==> src/hdl/gms_pkg.sv <==
// ----------------------------------------------------------------------------
// gms_pkg
// Shared types, register indexes and the control program of the gap merge
// sequencer.
// ----------------------------------------------------------------------------
package gms_pkg;

    // configuration port
    localparam int CFG_INDEX_W = 8;
    localparam int CFG_DATA_W  = 7;
    localparam logic [CFG_INDEX_W-1:0] REG_FIRST_LEN  = 8'd0;
    localparam logic [CFG_INDEX_W-1:0] REG_SECOND_LEN = 8'd1;

    // value word
    localparam int VALUE_W = 32;

    // step counter
    localparam int STEP_W = 4;
    typedef logic [STEP_W-1:0] step_t;

    localparam step_t STEP_LOAD    = 4'd0;
    localparam step_t STEP_MINIT   = 4'd1;
    localparam step_t STEP_PTEST   = 4'd2;
    localparam step_t STEP_RDPAIR  = 4'd3;
    localparam step_t STEP_CMP     = 4'd4;
    localparam step_t STEP_WRHI    = 4'd5;
    localparam step_t STEP_GAPNEXT = 4'd6;
    localparam step_t STEP_ORD     = 4'd7;
    localparam step_t STEP_OLD     = 4'd8;
    localparam step_t STEP_FIN     = 4'd9;

    // datapath operation of one step
    typedef enum logic [3:0] {
        OP_NONE,
        OP_LOAD,
        OP_MINIT,
        OP_TEST,
        OP_READ_PAIR,
        OP_SWAP_LO,
        OP_WRHI,
        OP_GAP,
        OP_READ_OUT,
        OP_EMIT
    } op_t;

    // sequencing condition of one step
    typedef enum logic [2:0] {
        COND_NEXT,
        COND_JUMP,
        COND_LOAD,
        COND_PASS_END,
        COND_NO_SWAP,
        COND_GAP_MORE,
        COND_OUT
    } cond_t;

    // control word
    typedef struct packed {
        op_t   op;
        cond_t cond;
        step_t target;
    } ucw_t;

    // datapath status seen by the sequencer
    typedef struct packed {
        logic in_acc;
        logic full;
        logic pass_end;
        logic swap;
        logic gap_one;
        logic out_free;
        logic out_last;
    } status_t;

    // control program
    function automatic ucw_t ucode(input step_t step);
        ucw_t w;
        w = '{op: OP_NONE, cond: COND_JUMP, target: STEP_LOAD};
        unique case (step)
            STEP_LOAD:    w = '{op: OP_LOAD,      cond: COND_LOAD,     target: STEP_LOAD};
            STEP_MINIT:   w = '{op: OP_MINIT,     cond: COND_NEXT,     target: STEP_LOAD};
            STEP_PTEST:   w = '{op: OP_TEST,      cond: COND_PASS_END, target: STEP_GAPNEXT};
            STEP_RDPAIR:  w = '{op: OP_READ_PAIR, cond: COND_NEXT,     target: STEP_LOAD};
            STEP_CMP:     w = '{op: OP_SWAP_LO,   cond: COND_NO_SWAP,  target: STEP_PTEST};
            STEP_WRHI:    w = '{op: OP_WRHI,      cond: COND_JUMP,     target: STEP_PTEST};
            STEP_GAPNEXT: w = '{op: OP_GAP,       cond: COND_GAP_MORE, target: STEP_PTEST};
            STEP_ORD:     w = '{op: OP_READ_OUT,  cond: COND_NEXT,     target: STEP_LOAD};
            STEP_OLD:     w = '{op: OP_EMIT,      cond: COND_OUT,      target: STEP_ORD};
            STEP_FIN:     w = '{op: OP_NONE,      cond: COND_JUMP,     target: STEP_LOAD};
            default:      w = '{op: OP_NONE,      cond: COND_JUMP,     target: STEP_LOAD};
        endcase
        return w;
    endfunction

endpackage

==> src/hdl/gms_ram.sv <==
// ----------------------------------------------------------------------------
// gms_ram
// Generic RAM: one write port, two read ports with registered read data.
// ----------------------------------------------------------------------------
module gms_ram #(
    parameter int WIDTH = 32,
    parameter int DEPTH = 64
) (
    input  logic                     aclk,
    input  logic                     we,
    input  logic [$clog2(DEPTH)-1:0] waddr,
    input  logic [WIDTH-1:0]         wdata,
    input  logic [$clog2(DEPTH)-1:0] raddr0,
    input  logic [$clog2(DEPTH)-1:0] raddr1,
    output logic [WIDTH-1:0]         rdata0,
    output logic [WIDTH-1:0]         rdata1
);

    logic [WIDTH-1:0] mem [DEPTH];

    // write port
    always_ff @(posedge aclk) begin
        if (we) begin
            mem[waddr] <= wdata;
        end
    end

    // registered read ports
    always_ff @(posedge aclk) begin
        rdata0 <= mem[raddr0];
        rdata1 <= mem[raddr1];
    end

endmodule

==> src/hdl/gms_seq.sv <==
// ----------------------------------------------------------------------------
// gms_seq
// Step counter and control program: fetches one control word per step and
// picks the next step from its condition and the datapath status.
// ----------------------------------------------------------------------------
module gms_seq (
    input  logic             aclk,
    input  logic             aresetn,
    input  gms_pkg::status_t status,
    output gms_pkg::ucw_t    ucw
);

    import gms_pkg::*;

    step_t step_reg;
    step_t step_next;

    // control word fetch
    assign ucw = ucode(step_reg);

    // next step
    always_comb begin
        step_next = step_reg + 4'd1;
        unique case (ucw.cond)
            COND_NEXT: begin
                step_next = step_reg + 4'd1;
            end
            COND_JUMP: begin
                step_next = ucw.target;
            end
            COND_LOAD: begin
                if (!status.in_acc) begin
                    step_next = step_reg;
                end else if (!status.full) begin
                    step_next = ucw.target;
                end
            end
            COND_PASS_END: begin
                if (status.pass_end) begin
                    step_next = ucw.target;
                end
            end
            COND_NO_SWAP: begin
                if (!status.swap) begin
                    step_next = ucw.target;
                end
            end
            COND_GAP_MORE: begin
                if (!status.gap_one) begin
                    step_next = ucw.target;
                end
            end
            COND_OUT: begin
                if (!status.out_free) begin
                    step_next = step_reg;
                end else if (!status.out_last) begin
                    step_next = ucw.target;
                end
            end
            default: begin
                step_next = STEP_LOAD;
            end
        endcase
    end

    // step counter
    always_ff @(posedge aclk) begin
        if (!aresetn) begin
            step_reg <= STEP_LOAD;
        end else begin
            step_reg <= step_next;
        end
    end

endmodule

==> src/hdl/gap_merge_sorted_arrays.sv <==
// ----------------------------------------------------------------------------
// gap_merge_sorted_arrays
// Loads two sorted runs into one store, merges them in place with the gap
// method and streams the merged values out in ascending order.
// ----------------------------------------------------------------------------
// Usage:
//   Write first_len (index 0) and second_len (index 1) on the cfg channel
//   while the block is idle; cfg_ready is always high. Their sum, clipped to
//   MAX_TOTAL, is the run total; a zero total makes every value a no-op.
//   Values enter on s_ one per cycle while the block loads. The value that
//   completes the total starts the merge; s_tready stays low until the last
//   merged value has been handed to the output register.
//   The merge runs one setup step, per gap pass two steps (closing test and
//   gap update) plus per compare a test, a pair read and a compare, with a
//   write of the upper slot added when the pair swaps since the store has a
//   single write port. For 64 values that is 321 compares.
//   Results then leave on m_, each value through a store read and then an
//   output register load; m_tlast marks the final value, m_tuser says
//   the position lies in the second run's part.
//   A stalled receiver holds the output register and the sequencer waits;
//   the next load may start while the final value is still unaccepted.
//   Reset clears the step counter, counters, lengths and output valid; the
//   store is not cleared since every entry is written before it is read.
// ----------------------------------------------------------------------------
module gap_merge_sorted_arrays #(
    parameter int MAX_TOTAL = 64
) (
    input  logic                            aclk,
    input  logic                            aresetn,
    // configuration write
    input  logic                            cfg_valid,
    output logic                            cfg_ready,
    input  logic [gms_pkg::CFG_INDEX_W-1:0] cfg_index,
    input  logic [gms_pkg::CFG_DATA_W-1:0]  cfg_data,
    // input values
    input  logic                            s_tvalid,
    output logic                            s_tready,
    input  logic [gms_pkg::VALUE_W-1:0]     s_tdata,   // [31:0] value
    // merged values
    output logic                            m_tvalid,
    input  logic                            m_tready,
    output logic [gms_pkg::VALUE_W-1:0]     m_tdata,   // [31:0] merged_value
    output logic                            m_tuser,   // [0] in_second
    output logic                            m_tlast
);

    import gms_pkg::*;

    localparam int AW = $clog2(MAX_TOTAL);
    localparam int CW = $clog2(MAX_TOTAL + 1);

    ucw_t    ucw;
    status_t status;

    logic [CFG_DATA_W-1:0] first_len_reg;
    logic [CFG_DATA_W-1:0] second_len_reg;

    logic [CW-1:0] load_count_reg;
    logic [CW-1:0] gap_reg;
    logic [CW-1:0] idx_reg;
    logic [CW-1:0] out_idx_reg;
    logic [VALUE_W-1:0] lo_val_reg;

    logic               m_valid_reg;
    logic [VALUE_W-1:0] m_data_reg;
    logic               m_user_reg;
    logic               m_last_reg;

    logic [CFG_DATA_W:0] len_sum;
    logic [CW-1:0]       total;
    logic [CW-1:0]       first_part;
    logic [CW:0]         hi_sum;
    logic [CW:0]         gap_half;
    logic [CW:0]         total_half;
    logic                in_acc;

    logic               ram_we;
    logic [AW-1:0]      ram_waddr;
    logic [VALUE_W-1:0] ram_wdata;
    logic [AW-1:0]      ram_raddr0;
    logic [VALUE_W-1:0] ram_rdata0;
    logic [VALUE_W-1:0] ram_rdata1;

    // configuration registers
    assign cfg_ready = 1'b1;

    always_ff @(posedge aclk) begin
        if (!aresetn) begin
            first_len_reg  <= '0;
            second_len_reg <= '0;
        end else if (cfg_valid && cfg_ready) begin
            if (cfg_index == REG_FIRST_LEN) begin
                first_len_reg <= cfg_data;
            end else if (cfg_index == REG_SECOND_LEN) begin
                second_len_reg <= cfg_data;
            end
        end
    end

    // clipped total and first part
    assign len_sum = {1'b0, first_len_reg} + {1'b0, second_len_reg};
    assign total   = (len_sum > (CFG_DATA_W + 1)'(MAX_TOTAL)) ? CW'(MAX_TOTAL)
                                                              : len_sum[CW-1:0];
    assign first_part = ({1'b0, first_len_reg} < (CFG_DATA_W + 1)'(total))
                        ? first_len_reg[CW-1:0] : total;

    // derived values
    assign hi_sum     = {1'b0, idx_reg} + {1'b0, gap_reg};
    assign gap_half   = ({1'b0, gap_reg} + 1'b1) >> 1;
    assign total_half = ({1'b0, total} + 1'b1) >> 1;

    assign s_tready = (ucw.op == OP_LOAD);
    assign in_acc   = s_tvalid && s_tready;

    // status to the sequencer
    always_comb begin
        status.in_acc   = in_acc;
        status.full     = (total != '0) &&
                          (({1'b0, load_count_reg} + 1'b1) >= {1'b0, total});
        status.pass_end = (hi_sum >= {1'b0, total});
        status.swap     = ($signed(ram_rdata0) > $signed(ram_rdata1));
        status.gap_one  = (gap_reg == CW'(1));
        status.out_free = !m_valid_reg || m_tready;
        status.out_last = (({1'b0, out_idx_reg} + 1'b1) == {1'b0, total});
    end

    gms_seq u_seq (
        .aclk    (aclk),
        .aresetn (aresetn),
        .status  (status),
        .ucw     (ucw)
    );

    // store write port
    always_comb begin
        ram_we    = 1'b0;
        ram_waddr = idx_reg[AW-1:0];
        ram_wdata = ram_rdata1;
        case (ucw.op)
            OP_LOAD: begin
                ram_we    = in_acc && (total != '0);
                ram_waddr = load_count_reg[AW-1:0];
                ram_wdata = s_tdata;
            end
            OP_SWAP_LO: begin
                ram_we    = status.swap;
                ram_waddr = idx_reg[AW-1:0];
                ram_wdata = ram_rdata1;
            end
            OP_WRHI: begin
                ram_we    = 1'b1;
                ram_waddr = hi_sum[AW-1:0];
                ram_wdata = lo_val_reg;
            end
            default: begin
                ram_we = 1'b0;
            end
        endcase
    end

    // store read addresses: pair while merging, output index while emitting
    assign ram_raddr0 = ((ucw.op == OP_READ_OUT) || (ucw.op == OP_EMIT))
                        ? out_idx_reg[AW-1:0] : idx_reg[AW-1:0];

    gms_ram #(
        .WIDTH (VALUE_W),
        .DEPTH (MAX_TOTAL)
    ) u_store (
        .aclk   (aclk),
        .we     (ram_we),
        .waddr  (ram_waddr),
        .wdata  (ram_wdata),
        .raddr0 (ram_raddr0),
        .raddr1 (hi_sum[AW-1:0]),
        .rdata0 (ram_rdata0),
        .rdata1 (ram_rdata1)
    );

    // counters and merge indexes
    always_ff @(posedge aclk) begin
        if (!aresetn) begin
            load_count_reg <= '0;
            gap_reg        <= '0;
            idx_reg        <= '0;
            out_idx_reg    <= '0;
        end else begin
            case (ucw.op)
                OP_LOAD: begin
                    if (in_acc) begin
                        if (total == '0) begin
                            load_count_reg <= '0;
                        end else begin
                            load_count_reg <= load_count_reg + 1'b1;
                        end
                    end
                end
                OP_MINIT: begin
                    load_count_reg <= '0;
                    gap_reg        <= total_half[CW-1:0];
                    idx_reg        <= '0;
                end
                OP_SWAP_LO: begin
                    if (!status.swap) begin
                        idx_reg <= idx_reg + 1'b1;
                    end
                end
                OP_WRHI: begin
                    idx_reg <= idx_reg + 1'b1;
                end
                OP_GAP: begin
                    out_idx_reg <= '0;
                    idx_reg     <= '0;
                    if (status.gap_one) begin
                        gap_reg <= '0;
                    end else begin
                        gap_reg <= gap_half[CW-1:0];
                    end
                end
                OP_EMIT: begin
                    if (status.out_free) begin
                        out_idx_reg <= out_idx_reg + 1'b1;
                    end
                end
                default: begin
                end
            endcase
        end
    end

    // value of the lower slot of the pair, written to the upper slot on a swap
    always_ff @(posedge aclk) begin
        if (ucw.op == OP_SWAP_LO) begin
            lo_val_reg <= ram_rdata0;
        end
    end

    // output register
    always_ff @(posedge aclk) begin
        if (!aresetn) begin
            m_valid_reg <= 1'b0;
        end else if ((ucw.op == OP_EMIT) && status.out_free) begin
            m_valid_reg <= 1'b1;
        end else if (m_tready) begin
            m_valid_reg <= 1'b0;
        end
    end

    always_ff @(posedge aclk) begin
        if ((ucw.op == OP_EMIT) && status.out_free) begin
            m_data_reg <= ram_rdata0;
            m_user_reg <= (out_idx_reg >= first_part);
            m_last_reg <= status.out_last;
        end
    end

    assign m_tvalid = m_valid_reg;
    assign m_tdata  = m_data_reg;
    assign m_tuser  = m_user_reg;
    assign m_tlast  = m_last_reg;

`ifndef SYNTHESIS
    // a pair read always lies inside the run
    a_pair_in_run: assert property (@(posedge aclk) disable iff (!aresetn)
        (ucw.op == OP_READ_PAIR) |-> (hi_sum < {1'b0, total}))
        else $error("pair read beyond run total");

    // the gap is never zero while a pass runs
    a_gap_nonzero: assert property (@(posedge aclk) disable iff (!aresetn)
        (ucw.op == OP_TEST) |-> (gap_reg != '0))
        else $error("zero gap during merge pass");

    // a held result stays put while the receiver stalls
    a_out_stable: assert property (@(posedge aclk) disable iff (!aresetn)
        (m_tvalid && !m_tready) |=> (m_tvalid && $stable(m_tdata)
                                     && $stable(m_tuser) && $stable(m_tlast)))
        else $error("output changed while stalled");

    // no input is taken while the sequencer merges or emits
    a_no_load_busy: assert property (@(posedge aclk) disable iff (!aresetn)
        ((ucw.op == OP_SWAP_LO) || (ucw.op == OP_EMIT)) |-> !s_tready)
        else $error("input ready outside load step");
`endif

endmodule

==> config.mk <==
export PLATFORM = sky130hd
export DESIGN_NAME = gap_merge_sorted_arrays
export DESIGN_NICKNAME = d
export VERILOG_FILES = /design/src/hdl/gms_pkg.sv /design/src/hdl/gms_ram.sv /design/src/hdl/gms_seq.sv /design/src/hdl/gap_merge_sorted_arrays.sv
export SDC_FILE = /design/constraint.sdc
export NUM_CORES = 2
export LEC_CHECK = 0
export BUFFER_PORTS_ARGS = -buffer_cell sky130_fd_sc_hd__clkbuf_2
export CORE_MARGIN = 8
export CORE_UTILIZATION = 55
export DETAILED_ROUTE_END_ITERATION = 8
export PLACE_DENSITY = 0.76
export SYNTH_ARGS = -nofsm -noshare
export SYNTH_HDL_FRONTEND = slang
export SYNTH_HIERARCHICAL = 1
export SYNTH_SLANG_ARGS = --single-unit
==> constraint.sdc <==
create_clock -name aclk -period 5.4 [get_ports aclk]
set_clock_uncertainty 0.05 [all_clocks]
set_input_delay 0.27 -clock aclk [delete_from_list [all_inputs] [get_ports aclk]]
set_output_delay 0.27 -clock aclk [all_outputs]
set_load 0.05 [all_outputs]
==> results.json <==
{
  "grt_max_degree": 118,
  "grt_pass1_wl_mm": 444,
  "layout_min_cycle_time_ps": 5190,
  "ios": 89,
  "min_path_cells": 5,
  "final_layout_size_suffix_gt1_frac": 0.357,
  "ff2ff_path_depth": 26,
  "start_util": 0.553,
  "cpPeakStageDelay_ps": 430,
  "final_cell_mix": "edfxtp_1 (2,114), mux4_2 (1,124), mux2i_1 (228)",
  "p_leak_nw": 35.1,
  "syn_inst": 5281,
  "wl_per_cell_um": 38.0,
  "cap_violations": 0,
  "area_growth_pct": 12.6,
  "timing.final.crit_share": 0.961,
  "cts_tree": "built",
  "ant_nets": 0,
  "htreeDepth": 4,
  "clock_latency_ps": 890,
  "wl_mm": 313,
  "p_seq_frac": 0.550,
  "antenna_found_initial": 13,
  "switchingPower_mw": 7.07,
  "worstMarginPinSlew_ps": 1430,
  "first_pass_iters": 7,
  "post_drt_via_cell_ratio": 7.35,
  "mostFrequentLayoutCell": "edfxtp_1",
  "largest_register_ffs": 2048,
  "fp.coreArea_um2": 188000,
  "slew_viol_final": 0,
  "hold_violations": 0,
  "cts-root-buf": "clkbuf_16",
  "combinationalPowerShare": 0.013,
  "avgSynthCellArea_um2": 19.7,
  "dieHeight_um": 450,
  "peakVddDrop_mv": 0.282,
  "drt_iter0_markers": 9465,
  "synth_nets": 5421,
  "crit_fanout": 6,
  "final_util": 0.623,
  "num_rows": 159,
  "clock-sinks": 2235,
  "dp_hpwl_mm": 189,
  "p_int_mw": 27.5,
  "max_freq_ghz": 0.193,
  "ys_warn_count": 6,
  "die_area_um2": 203000,
  "status": "finished clean",
  "relSlewSlack": 0.0476,
  "p_per_area_nw_per_um2": 296,
  "gp_congestion": 0.896,
  "pwr-share-clk": 0.436,
  "grt_pass1_vias": 60900,
  "cts_buffers": 216,
  "stdcell_count": 8228,
  "worstPathRequired_ps": 6150,
  "route.detailed.drc": 0,
  "switching_share": 0.204,
  "final_nets": 5673,
  "die_w_um": 450,
  "cp-start-kind": "flip-flop",
  "cts.path.max_buffers": 3,
  "timing_worst_setup_path_type": "reg2reg",
  "clkTransAtPathRegs_ps": 60,
  "grt-ovfl-total": 0,
  "top_register": "u_store/mem",
  "netlist_area_um2": 104000,
  "cpMaxStageDelayCell": "a2111o_1",
  "cp.arrival_ps": 5940,
  "dp_cells": 7796,
  "num_vias": 60500,
  "cp-end-kind": "flip-flop",
  "portBuffers": 87,
  "setup_viol": 0,
  "grt.total_usage": 0.304,
  "hold_class": "in2reg"
}
-- routing by layer --
metal	track usage	vias up	routed length, um
li1	-	23200	-
met1	0.395	31400	103000
met2	0.476	4885	147000
met3	0.0903	977	44400
met4	0.144	2	18300
met5	0	-	13
-- path summary, 6_finish.rpt --
kind	from	end	slack [ps]
max reg2reg	first_len_reg[4]	u_seq/ucw[5]	210
min reg2reg	u_store/rdata0[23]	lo_val_reg[23]	420
min	cfg_index[5]	second_len_reg[5]	90
max	first_len_reg[4]	u_seq/ucw[5]	210
-- worst max-delay path, delay by kind of cell (launching register included) --
kind	cells	cell delay, ps
compound gates	12	2140
fa+ha+maj	3	810
buf+inv	4	320
flops	1	310
mux	1	240
simple gates	6	1230
-- power by group through the flow --
stage	logic, mW	registers (mW)	clock network, mW
final	0.463	19.1	15.1
after CTS	0.452	19.1	15.2
after detailed placement	0.446	19.4	0
after floorplan	0.216	19.4	0
after global routing	0.492	19.0	15.8
after global placement	0.423	19.4	0
-- area by class of cell --
type	instances	area, um2
clock inverter	137	1230
antenna	6	15.0
tap	2495	3120
fill	12500	70800
multi-input combinational	2611	36600
sequential	2235	65900
timing repair buffer	408	3930
clock buffer	275	5860
inverter	61	229
-- stage by stage --
step                      power, mW  setup TNS [ps]  area [um2]  hold slack (ps)  setup slack, ps
after global routing           35.4           -1.63      117000              133            -1.63
after CTS                      34.7               0      117000             39.2            0.407
final                          34.6               0      117000             94.9              211
after global placement         19.8           -35.9      110000              395            -35.9
after floorplan                19.6               0      104000              314             96.7
after detailed placement       19.9           -43.4      110000              403            -43.4
-- timing repair --
action	4_1_cts	5_1_grt
gates resized for setup	2	11
endpoints found under the setup margin	1	11
hold endpoints to repair	30	0
buffers inserted	0	2
hold buffers	12	0
gates cloned	0	0
pin swaps	0	6
(Power assumes the default switching activity.)
